--- src/rtl/tvb_pkg.sv ---
package tvb_pkg;

  localparam int NUM_REGS  = 6;
  localparam int REG_IDX_W = 3;
  localparam int REG_W     = 64;
  localparam int MAT_W     = 32;
  localparam int POS_W     = 32;
  localparam int OUT_W     = 32;
  localparam int AXES      = 3;

  // identity matrix, no translation
  localparam logic [REG_W-1:0] REG_RESET [NUM_REGS] = '{
    64'h0000_0000_0001_0000,
    64'h0000_0000_0000_0000,
    64'h0001_0000_0000_0000,
    64'h0000_0000_0000_0000,
    64'h0000_0000_0000_0000,
    64'h0000_0000_0001_0000
  };

  typedef struct packed {
    logic first;
    logic last;
  } vtx_flags_t;

endpackage

--- src/rtl/tvb_bounds.sv ---
module tvb_bounds #(
  parameter int COORD_BITS = 32
) (
  input  logic                                         clk,
  input  logic                                         rst,
  input  logic                                         in_valid,
  input  logic [tvb_pkg::AXES*COORD_BITS-1:0]          in_coord,
  input  tvb_pkg::vtx_flags_t                          in_flags,
  output logic                                         pop,
  output logic                                         out_valid,
  input  logic                                         out_ready,
  output logic [2*tvb_pkg::AXES*tvb_pkg::OUT_W-1:0]    out_data
);

  localparam int AXES  = tvb_pkg::AXES;
  localparam int OUT_W = tvb_pkg::OUT_W;
  localparam logic signed [COORD_BITS-1:0] C_MAX = {1'b0, {(COORD_BITS-1){1'b1}}};
  localparam logic signed [COORD_BITS-1:0] C_MIN = ~C_MAX;

  logic signed [COORD_BITS-1:0] low_corner [AXES];
  logic signed [COORD_BITS-1:0] high_corner [AXES];
  logic signed [COORD_BITS-1:0] low_next [AXES];
  logic signed [COORD_BITS-1:0] high_next [AXES];
  logic signed [COORD_BITS-1:0] base_lo, base_hi, v;
  logic                         emit;

  // a vertex that closes a mesh waits until the output register is free
  assign pop  = in_valid && (!in_flags.last || !out_valid || out_ready);
  assign emit = pop && in_flags.last;

  always_comb begin
    base_lo = C_MAX;
    base_hi = C_MIN;
    v       = '0;
    for (int a = 0; a < AXES; a++) begin
      v       = signed'(in_coord[a*COORD_BITS +: COORD_BITS]);
      base_lo = in_flags.first ? C_MAX : low_corner[a];
      base_hi = in_flags.first ? C_MIN : high_corner[a];
      low_next[a]  = (v < base_lo) ? v : base_lo;
      high_next[a] = (v > base_hi) ? v : base_hi;
    end
  end

  always_ff @(posedge clk) begin
    if (rst) begin
      for (int a = 0; a < AXES; a++) begin
        low_corner[a]  <= C_MAX;
        high_corner[a] <= C_MIN;
      end
      out_valid <= 1'b0;
    end else begin
      if (pop) begin
        for (int a = 0; a < AXES; a++) begin
          low_corner[a]  <= low_next[a];
          high_corner[a] <= high_next[a];
        end
      end
      if (emit) begin
        out_valid <= 1'b1;
      end else if (out_ready) begin
        out_valid <= 1'b0;
      end
    end
  end

  always_ff @(posedge clk) begin
    if (emit) begin
      for (int a = 0; a < AXES; a++) begin
        out_data[a*OUT_W +: OUT_W]        <= OUT_W'(low_next[a]);
        out_data[(a+AXES)*OUT_W +: OUT_W] <= OUT_W'(high_next[a]);
      end
    end
  end

endmodule

--- config.mk ---
export PLATFORM = sky130hd
export DESIGN_NAME = tvb_bounds
export DESIGN_NICKNAME = d
export VERILOG_FILES = /design/src/rtl/tvb_pkg.sv /design/src/rtl/tvb_bounds.sv
export SDC_FILE = /design/constraint.sdc
export NUM_CORES = 1
export LEC_CHECK = 0
export BUFFER_PORTS_ARGS = -buffer_cell sky130_fd_sc_hd__buf_2
export CORE_ASPECT_RATIO = 0.7
export CORE_UTILIZATION = 40
export DETAILED_ROUTE_END_ITERATION = 6
export REMOVE_ABC_BUFFERS = 1
export SYNTH_ARGS = -nofsm -noshare
export SYNTH_HDL_FRONTEND = slang
export SYNTH_SLANG_ARGS = --single-unit
--- constraint.sdc ---
create_clock -name clk -period 6.59 [get_ports clk]
set_input_delay 1.318 -clock clk [delete_from_list [all_inputs] [get_ports clk]]
set_output_delay 1.318 -clock clk [all_outputs]
set_load 0.1 [all_outputs]
==> reports/results.tsv <==
stage	metric	value	unit
sta	setup_violations	0	
worst_setup_path	cp_num_cells	12	
floorplanning	dieWidth	286	um
logic_synthesis	ys_seq_area_frac	0.510	
hold_path	min_path_type	register to register	
route	detail_route.drc_violations	0	
sta	maxSlewViolCount	0	
clock_network	root_buffer	clkbuf_16	
worst_setup_path	reg2reg_depth	10	
route	viasPerCell	5.40	
power_and_ir_drop	p_int	4.67	mW
clock_network	tritoncts	built	
power_and_ir_drop	pwr-share-seq	0.430	
clock_network	clkTransAtPathRegs	60	ps
logic_synthesis	synth_area	22600	um2
power_and_ir_drop	p_switching	2.18	mW
placed_design	dpl.hpwl	39400	um
power_and_ir_drop	p_per_area	263	nW/um2
floorplanning	io_pins	296	
cells_and_area	final_cells	3090	
cells_and_area	nets	2612	
logic_synthesis	synth_warnings	0	
cells_and_area	mostFrequentLayoutCells	384 x edfxtp_1, 294 x buf_2, 202 x nand2_1	
cells_and_area	utilization	0.469	
worst_setup_path	worstPathRequired	6890	ps
route	vias	16700	
placed_design	place_ws	808	ps
power_and_ir_drop	combPwrFrac	0.228	
logic_synthesis	netlist-cell-type-count	53	
placed_design	io_buffers	295	
cells_and_area	design_area	26100	um2
clock_network	cts_sinks	385	
global_route	track_usage	0.202	
logic_synthesis	avgSynthCellArea	10.9	um2
sta	rsz0062_at_grt	false	
floorplanning	die_h	201	um
power_and_ir_drop	pwr-share-clk	0.342	
job	cap_violations	0	
sta	relSlewSlack	0.258	
cells_and_area	synthToLayoutAreaGrowth	15.2	%
sta	fin_tns_setup	0	ps
clock_network	cts_buffers	41	
cells_and_area	layout_commonest_cell	edfxtp_1	
worst_setup_path	path_delay_family	buffers and inverters	
cells_and_area	fillers	5126	
placed_design	place_inst	3018	
sta	tightest_slew	1110	ps
power_and_ir_drop	netSwitchingFraction	0.318	
logic_synthesis	synth_edf_count	384	
floorplanning	dieArea	57600	um2
power_and_ir_drop	power	6.85	mW
worst_setup_path	crit_path_max_fanout	88	
route	postRouteAntennaNets	0	
worst_setup_path	worstSetupEndpointType	register	
power_and_ir_drop	irDropWorstVdd	0.182	mV
logic_synthesis	ys.flop_type	edfxtp_1	
cells_and_area	drive_above_1_share	0.221	
worst_setup_path	crit_type	input pin to register	
clock_network	clk_latency	560	ps
route	drtIter0Drc	1223	
clock_network	cts_resized	0	
cells_and_area	multi_input_area	10200	um2
floorplanning	placementRows	72	
worst_setup_path	crit_top_cell	buf_4	
power_and_ir_drop	p_leak	10.8	nW
global_route	grt_max_degree	190	
sta	clock.fmax	191	MHz
sta	finClkSkew	22.8	ps
placed_design	placed_area	24800	um2
clock_network	cts_max_level	2	
outcome	status	complete, no violations	
logic_synthesis	ys_async_sr_fraction	0	
route	avgRoutedWirePerCell	19.2	um
worst_setup_path	cp_slowest_stage_delay	700	ps
clock_network	cts-hold-fix-buffers	0	
floorplanning	initial_core_util	0.407	
placed_design	place_congestion	0.855	
worst_setup_path	path_cells	buf_6, buf_4, or2_2, inv_1, ha_1, nand4_1, or4_1, a31oi_1, nor3_1, nor3b_4, buf_4, mux2_2	
worst_setup_path	cp.arrival	5540	ps
cells_and_area	seqCellArea	11600	um2
sta	fin_hold_ws	610	ps
clock_network	clockBufferDepth	3	
global_route	grt_pass1_vias	15800	
global_route	overflow	0	
worst_setup_path	cp-start-kind	input pin	
worst_setup_path	slowest_stage	or4_1	
hold_path	hold_depth	3	
sta	period_needed	5240	ps
route	drt_pass1_iterations	7	
sta	period_share	0.796	
sta	layout_setup_ws	1350	ps
clock_network	post_cts_buffers	0	
global_route	antenna_found_initial	7	
floorplanning	core_area	55600	um2
logic_synthesis	syn_inst	2070	
logic_synthesis	synth_seq_cells	385	
route	drt_wl_total	59200	um
worst_setup_path	cp_num_buf_inv	4	
global_route	grt_pass1_wl	91700	um
sta	finalHoldViolations	0	
-- cell type report --
type                            count  share of cell area
Sequential cell                   385               0.443
Multi-Input combinational cell   1468               0.390
Timing Repair Buffer              322              0.0661
Clock buffer                       53              0.0427
Tap cell                          740              0.0355
Inverter                          103              0.0148
Clock inverter                     18             0.00749
Antenna cell                        1           0.0000960
-- flip-flops by register name (all words and copies together) (netlist names) --
name	count
low_corner	96
out_valid	1
high_corner	96
out_data	192
-- synth_stat cells (all sizes together), types with 3 or more instances --
cell type	n	area, um2
inv	103	387
nor2b	74	463
o21ai	66	330
o21a	6	45.0
ha	189	2360
a21o	19	143
edfxtp	384	11500
mux2	64	721
or3	94	588
nand4	33	206
a21oi	163	820
nor3	42	215
a2111o	3	33.8
buf	35	297
mux2i	131	1310
nor4	5	31.3
nand2	202	758
clkbuf	79	297
o31ai	10	93.8
nand3	5	25.0
or2	65	407
o211ai	5	37.5
and3	61	382
or4	5	37.5
nor2	159	597
a2111oi	4	55.1
a211oi	8	60.1
nand2b	36	225
and4	4	35.0
-- worst paths after layout --
path | from | end | slack [ps]
min reg2reg | out_valid | out_valid | 610
min | out_valid | out_valid | 610
max reg2reg | high_corner[0][31] | out_data[108] | 2890
max | in_flags[1] | out_data[108] | 1350
-- worst register-to-register path, cell delays in order (launching register included) --
cell and delay, ps:
edfxtp_1 360, or2_2 310, inv_1 60, ha_1 200
nand4_1 140, or4_1 700, a31oi_1 400, nor3_1 150
nor3b_4 200, buf_4 480, mux2_2 430
-- power by group through the flow --
stage,registers (mW),clock network (mW),logic [mW]
floorplan,3.53,0,0.674
global placement,3.00,0,1.54
detailed placement,3.00,0,1.56
CTS,2.95,2.41,1.57
global route,2.96,2.49,1.68
finish,2.95,2.34,1.56
-- metal layers --
layer | vias to the layer above | wire length, um | track usage
met5 | - | 34 | 0
met4 | 6 | 1150 | 0.0481
met3 | 75 | 3860 | 0.0361
met2 | 489 | 25900 | 0.305
met1 | 8081 | 28200 | 0.299
li1 | 8031 | - | -
-- kinds of logic (layout without fill, tap and decap cells) --
kind of cell,after synthesis,after routing,synth area share
simple gates,787,787,0.176
flops,385,385,0.510
compound gates,297,297,0.0763
buf+inv,217,496,0.0433
mux,195,195,0.0897
fa+ha+maj,189,189,0.104
other cells,0,1,0
Power figures use the tool's default switching activity.
