==> config.mk <==
export PLATFORM = sky130hd
export DESIGN_NAME = tvb_fifo
export DESIGN_NICKNAME = d
export VERILOG_FILES = /design/src/rtl/tvb_fifo.sv
export SDC_FILE = /design/constraint.sdc
export NUM_CORES = 1
export LEC_CHECK = 0
export ABC_AREA = 1
export BUFFER_PORTS_ARGS = -buffer_cell sky130_fd_sc_hd__buf_2
export CORE_MARGIN = 1
export CORE_UTILIZATION = 40
export CTS_CLUSTER_DIAMETER = 30
export DETAILED_ROUTE_END_ITERATION = 10
export PLACE_DENSITY_LB_ADDON = 0.05
export SKIP_CTS_REPAIR_TIMING = 1
export SYNTH_ARGS = -nofsm -noshare
export SYNTH_HDL_FRONTEND = slang
export SYNTH_SLANG_ARGS = --single-unit
==> constraint.sdc <==
create_clock -name clk -period 1.4 [get_ports clk]
set_input_delay 0.42 -clock clk [delete_from_list [all_inputs] [get_ports clk]]
set_output_delay 0.42 -clock clk [all_outputs]
set_load 0.02 [all_outputs]
==> src/rtl/tvb_fifo.sv <==
module tvb_fifo #(
  parameter int WIDTH = 8,
  parameter int DEPTH = 4
) (
  input  logic             clk,
  input  logic             rst,
  input  logic             push,
  input  logic [WIDTH-1:0] push_data,
  output logic             full,
  input  logic             pop,
  output logic [WIDTH-1:0] pop_data,
  output logic             empty
);

  localparam int PTR_W = (DEPTH > 1) ? $clog2(DEPTH) : 1;
  localparam int CNT_W = $clog2(DEPTH + 1);

  logic [WIDTH-1:0] mem [DEPTH];
  logic [PTR_W-1:0] wr_ptr, rd_ptr;
  logic [CNT_W-1:0] count;

  assign full     = count == CNT_W'(DEPTH);
  assign empty    = count == '0;
  assign pop_data = mem[rd_ptr];

  always_ff @(posedge clk) begin
    if (rst) begin
      wr_ptr <= '0;
      rd_ptr <= '0;
      count  <= '0;
    end else begin
      if (push) begin
        wr_ptr <= (wr_ptr == PTR_W'(DEPTH - 1)) ? '0 : wr_ptr + 1'b1;
      end
      if (pop) begin
        rd_ptr <= (rd_ptr == PTR_W'(DEPTH - 1)) ? '0 : rd_ptr + 1'b1;
      end
      if (push && !pop) begin
        count <= count + 1'b1;
      end else if (pop && !push) begin
        count <= count - 1'b1;
      end
    end
  end

  always_ff @(posedge clk) begin
    if (push) begin
      mem[wr_ptr] <= push_data;
    end
  end

endmodule

==> impl_metrics.toml, run 1 <==
[outcome]
outcome = "finished, violations left"
violations = "negative setup slack"

[global_route]
grt_max_degree = 17
antenna_found_initial = 0
grtUsageTotal_pct = 15.9
grt_pass1_vias = 1102
gr-total-overflow = 0
grt_first_pass_wirelength_um = 4840

[synth]
muxShareOfSynthArea_pct = 0
postSynthAreaPerCell_sq_um = 12.2
ys_ff_latch = 41
yosysTopAreaCellShare_pct = 58.2
synth_top_family_by_area = "compound AO/OA/AOI/OAI gates"
netlist_instances = 135
synth-adder-area-share_pct = 5.76
synth_edf_count = 32
synthArstFlopShare_pct = 0
synth_cell_types = 19
synth_area_leader_cell = "edfxtp_1"
synth.top_cells.by_area = "edfxtp_1 58%, dfxtp_1 11%, nor2_1 5.0%"
synth_area_sq_um = 1650
synth_seq_area_share_pct = 69.1
synth_simple_gate_area_share_pct = 9.47
dominantRegCellSynth = "edfxtp_1"
synth_compound_area_share_pct = 10.2
synth_xor_area_share_pct = 0.530
synth_common_cells = "32 x edfxtp_1, 22 x nor2_1, 15 x inv_1, 15 x o21ai_0, 9 x dfxtp_1"
syn_nets = 154
yosys_warnings = 0
yosysMostFrequentCell = "edfxtp_1"

[floorplan]
ios = 22
start_util_pct = 43.5
die_area_sq_um = 4390
core_area_sq_um = 3800
fp.dieH_um = 66.3
num_rows = 22
die_w_um = 66.3

[timing]
fin_skew_ns = 0.00659
hold_violations = 0
setup_violations = 10
max_slew_margin_pct = 87.9
min_period_over_period_pct = 118
rsz0062_at_grt = "yes"
worst_slack_ns = -0.255
worst_pin_slew_ns = 0.180
max_clock_freq_mhz = 604
final_max_slew_viol_count = 0
period_minus_slack_ns = 1.66

[final_layout]
layout-drive-gt1-share_pct = 47.2
antenna_cells = 0
fillers = 318
fin_util_pct = 61.2
syn_to_final_growth_pct = 40.7
nets = 196

[drt]
dr.pass1.iters = 4
viasPerCell = 5.00
routedWlPerCell_um = 14.8
drt_iter0_drc = 51
drc = 0
ant_nets = 0
drt-total-wl_um = 3340
num_vias = 1129

[power_and_ir_drop]
p_int_mw = 2.07
power_frac_comb_pct = 20.8
p_leak_nw = 0.925
swShare_pct = 25.6
power_density_nw_per_um2 = 1200
power.switching_mw = 0.714
seq_power_share_pct = 51.6
clockPowerShare_pct = 27.6
peakVddDrop_mv = 0.615

[setup_path]
cp_slowest_stage_delay_ns = 0.37
cp_data_arrival_time_ns = 1.24
cp_common_cell = "buf_6"
r2r_end = "count[2]"
slowest_stage = "dfxtp_4"
cp.required_ns = 0.98
start_kind = "register"
reg2reg_depth = 7
cp-end-kind = "output port"
regToRegSetupSlack_ns = 0.05
path_cells = "buf_6 > o21ai_1 > o22ai_2 > buf_6"
critPathCapture = "pop_data[4]"
path_max_fanout = 8
rr_startpoint = "count[0]"
worstSetupPathType = "reg2out"

[clocking]
cts.sinks = 41
htree_levels = 2
cts_buffers = 5
clk_latency_ns = 0.29
cts_tree = "built"
root_buffer = "clkbuf_8"
cts_buffer_depth = 2
clk_pin_slew_ns = 0.07

[placed_design]
numPortBuffers = 21
gp_congestion = 0.691
dp_hpwl_um = 2060
place_ws_ns = -0.164

[min_path]
hold_path_class = "in2reg"

[job]
cap_violations = 0
## critical path, delay by kind of cell, from the launching register on
kind,cells,cell delay [ns]
AO/OA/AOI/OAI,2,0.29
buffers and inverters,2,0.28
flip-flops,1,0.37
## worst min path at each step
stage	from	end	slack, ns	cells after the start
2_1_floorplan	wr_ptr[1]	wr_ptr[1]	0.49	2
3_3_place_gp	wr_ptr[1]	wr_ptr[1]	0.52	2
5_1_grt	rst	count[0]	0.32	2
3_5_place_dp	wr_ptr[1]	wr_ptr[1]	0.53	2
6_report	rst	count[0]	0.33	2
4_1_cts	rst	wr_ptr[0]	0.33	2
## layer usage
layer | up-vias | track usage, % | wire, um
met3 | 4 | 4.14 | 129
li1 | 561 | - | -
met4 | 0 | 8.78 | 41
met2 | 23 | 27.6 | 1760
met5 | - | 0 | 0
met1 | 541 | 17.5 | 1420
## placed cells by master, fill, tap and decap left out, types with 3 or more instances in the layout
cell type,synthesis,final
edfxtp_1,32,32
nor2_1,22,13
inv_1,15,12
buf_6,2,12
nor2_2,2,11
buf_2,0,11
o21ai_1,2,8
o22ai_2,0,8
nand2_1,8,8
buf_4,0,8
o21ai_2,2,6
clkbuf_8,0,6
ha_1,6,5
dfxtp_4,0,5
buf_12,0,5
dfxtp_1,9,4
o21ai_4,0,3
a21oi_1,3,3
## through the flow
step	instances	hold slack, ns	power, mW	area, sq um	setup TNS (ns)
2_1_floorplan	135	0.490	1.70	1710	-0.00105
3_3_place_gp	213	0.517	1.86	1990	-0.662
3_5_place_dp	213	0.531	1.87	1990	-0.730
4_1_cts	221	0.328	2.63	2080	-3.08
5_1_grt	226	0.324	2.91	2320	-2.45
6_report	226	0.329	2.78	2320	-1.95
## cell type report
cell class | instances | area (sq um) | area share, %
sequential | 41 | 1160 | 49.9
multi-input combinational | 76 | 571 | 24.6
timing repair buffer | 37 | 375 | 16.2
clock buffer | 8 | 90.1 | 3.88
inverter | 16 | 67.6 | 2.91
tap | 48 | 60.1 | 2.58
## power by group through the flow
stage	clock network (mW)	registers [mW]	logic [mW]
5_1_grt	0.843	1.44	0.625
2_1_floorplan	0	1.44	0.261
3_3_place_gp	0	1.44	0.414
6_report	0.769	1.44	0.579
4_1_cts	0.784	1.42	0.429
3_5_place_dp	0	1.44	0.428
## state kept, by name, indices dropped and copies added (netlist names), named ones only
signal	count
count	3
mem	32
rd_ptr	2
wr_ptr	2
## logic make-up after synthesis
group                    after synthesis
flip-flops                            41
AND/OR/NAND/NOR                       38
AO/OA/AOI/OAI                         30
buffers and inverters                 18
adder cells (fa/ha/maj)                7
XOR/XNOR                               1
Note: power is estimated with default switching activity, not from simulation.
==> run 2, diff against run 1 <==
==> constraint.sdc (replaced) <==
create_clock -name clk -period 1.35 [get_ports clk]
set_input_delay 0.405 -clock clk [delete_from_list [all_inputs] [get_ports clk]]
set_output_delay 0.405 -clock clk [all_outputs]
set_load 0.02 [all_outputs]
==> impl_metrics.toml, run 2 (same netlist as run 1, synthesis figures left out) <==
[outcome]
outcome = "finished, violations left"
violations = "negative setup slack"

[floorplan]
ios = 22
fp.dieH_um = 66.3
num_rows = 22
die_area_sq_um = 4390
die_w_um = 66.3
start_util_pct = 43.5
core_area_sq_um = 3800

[power_and_ir_drop]
power_density_nw_per_um2 = 1230
power.switching_mw = 0.762
swShare_pct = 26.8
seq_power_share_pct = 52.2
power_frac_comb_pct = 20.5
clockPowerShare_pct = 27.3
peakVddDrop_mv = 0.915
p_int_mw = 2.08
p_leak_nw = 0.922

[global_route]
grt_first_pass_wirelength_um = 5110
grt_pass1_vias = 1154
grt_max_degree = 17
grt_use_met1_pct = 17.7
grt_use_met2_pct = 29.8
antenna_found_initial = 0
grtUsageMet3_pct = 5.00
gr-total-overflow = 0
busiest_layer = "met2"
grtUsageTotal_pct = 16.6

[setup_path]
cp-end-kind = "output port"
cp_data_arrival_time_ns = 1.23
cp_slowest_stage_delay_ns = 0.39
slowest_stage = "dfxtp_4"
worstSetupPathType = "reg2out"
start_kind = "register"
path_max_fanout = 5
cp.required_ns = 0.95
path_cells = "inv_6 > clkbuf_16 > o21ai_2 > o22ai_2 > buf_4"

[drt]
drt_iter0_drc = 73
num_vias = 1127
dr.pass1.iters = 4
viasPerCell = 4.96
drc = 0
routedWlPerCell_um = 15.0
ant_nets = 0
drt-total-wl_um = 3420

[final_layout]
seq_area_sq_um = 1150
layout_commonest_cell = "edfxtp_1"
multi_input_area_sq_um = 576
final_cell_mix = "32 x edfxtp_1, 15 x nor2_1, 15 x buf_4"
largest_register_ffs = 32
largest_register = "mem"
nets = 197
fillers = 309
syn_to_final_growth_pct = 39.5
stdcell_area_sq_um = 2300
layout-drive-gt1-share_pct = 48.0
biggestRegsByFlops = "mem (32), count (3)"
fin_cells = 227
antenna_cells = 0

[clocking]
cts_buffer_depth = 2
cts.sinks = 41
cts_buffers = 5
clk_pin_slew_ns = 0.08
cts_tree = "built"
root_buffer = "clkbuf_8"
htree_levels = 2
clk_latency_ns = 0.29

[timing]
final.setup.tns_ns = -2.30
final_max_slew_viol_count = 0
worst_slack_ns = -0.289
max_clock_freq_mhz = 610
setup_violations = 11
max_slew_margin_pct = 88.1
whs_ns = 0.312
rsz0062_at_grt = "yes"
worst_pin_slew_ns = 0.179
fin_skew_ns = 0.00519
period_minus_slack_ns = 1.64
min_period_over_period_pct = 121
hold_violations = 0

[placed_design]
dp_hpwl_um = 2200
numPortBuffers = 21
dp.cells = 215
gp_congestion = 0.688
placed_cell_area_sq_um = 2020
place_ws_ns = -0.177

[job]
cap_violations = 0

[min_path]
hold_path_class = "in2reg"
==> run 2: cell count changes in the layout (fill, tap and decap cells not counted), moves of 2 or more <==
cell,delta
nor2_2,-2
dfxtp_2,+2
dfxtp_4,-2
buf_6,-6
nor2_1,+2
buf_4,+7
==> run 2: stage by stage <==
step,utilization (%),power (mW)
3_3_place_gp,53.2,1.94
5_1_grt,60.7,2.99
6_report,60.7,2.84
4_1_cts,55.4,2.73
3_5_place_dp,53.2,1.96
2_1_floorplan,-,1.77
==> run 2: power by group through the flow <==
| stage | clock network (mW) | logic (mW) | registers, mW |
|---|---|---|---|
| global route | 0.857 | 0.636 | 1.49 |
| finish | 0.775 | 0.584 | 1.48 |
| floorplan | 0 | 0.274 | 1.49 |
| global placement | 0 | 0.441 | 1.49 |
| CTS | 0.802 | 0.462 | 1.47 |
| detailed placement | 0 | 0.461 | 1.50 |
==> run 2: critical path, delay by kind of cell, from the launching register on <==
kind | cells | cell delay, ns
compound gates | 2 | 0.19
buf+inv | 3 | 0.36
flops | 1 | 0.39
==> run 2: worst paths after layout <==
kind                            startpoint           to  slack, ns  cells past startpoint
worst max-delay path              register  pop_data[4]      -0.29                      5
worst min-delay path                   rst     count[0]       0.31                      2
worst max register to register    count[0]     count[2]      -0.04                      8
worst min register to register    count[1]     count[1]       0.54                      2
==> run 2: routing by layer <==
| layer | up-vias | routed length [um] |
|---|---|---|
| met2 | 22 | 1850 |
| li1 | 558 | - |
| met1 | 539 | 1360 |
| met3 | 8 | 108 |
| met4 | 0 | 91 |
| met5 | - | 0 |
==> run 2: cell type report <==
cell class,instances,area share (%)
sequential,41,50.1
multi-input combinational,76,25.0
timing repair buffer,38,15.6
clock buffer,6,3.15
inverter,16,2.93
tap,48,2.61
clock inverter,2,0.597
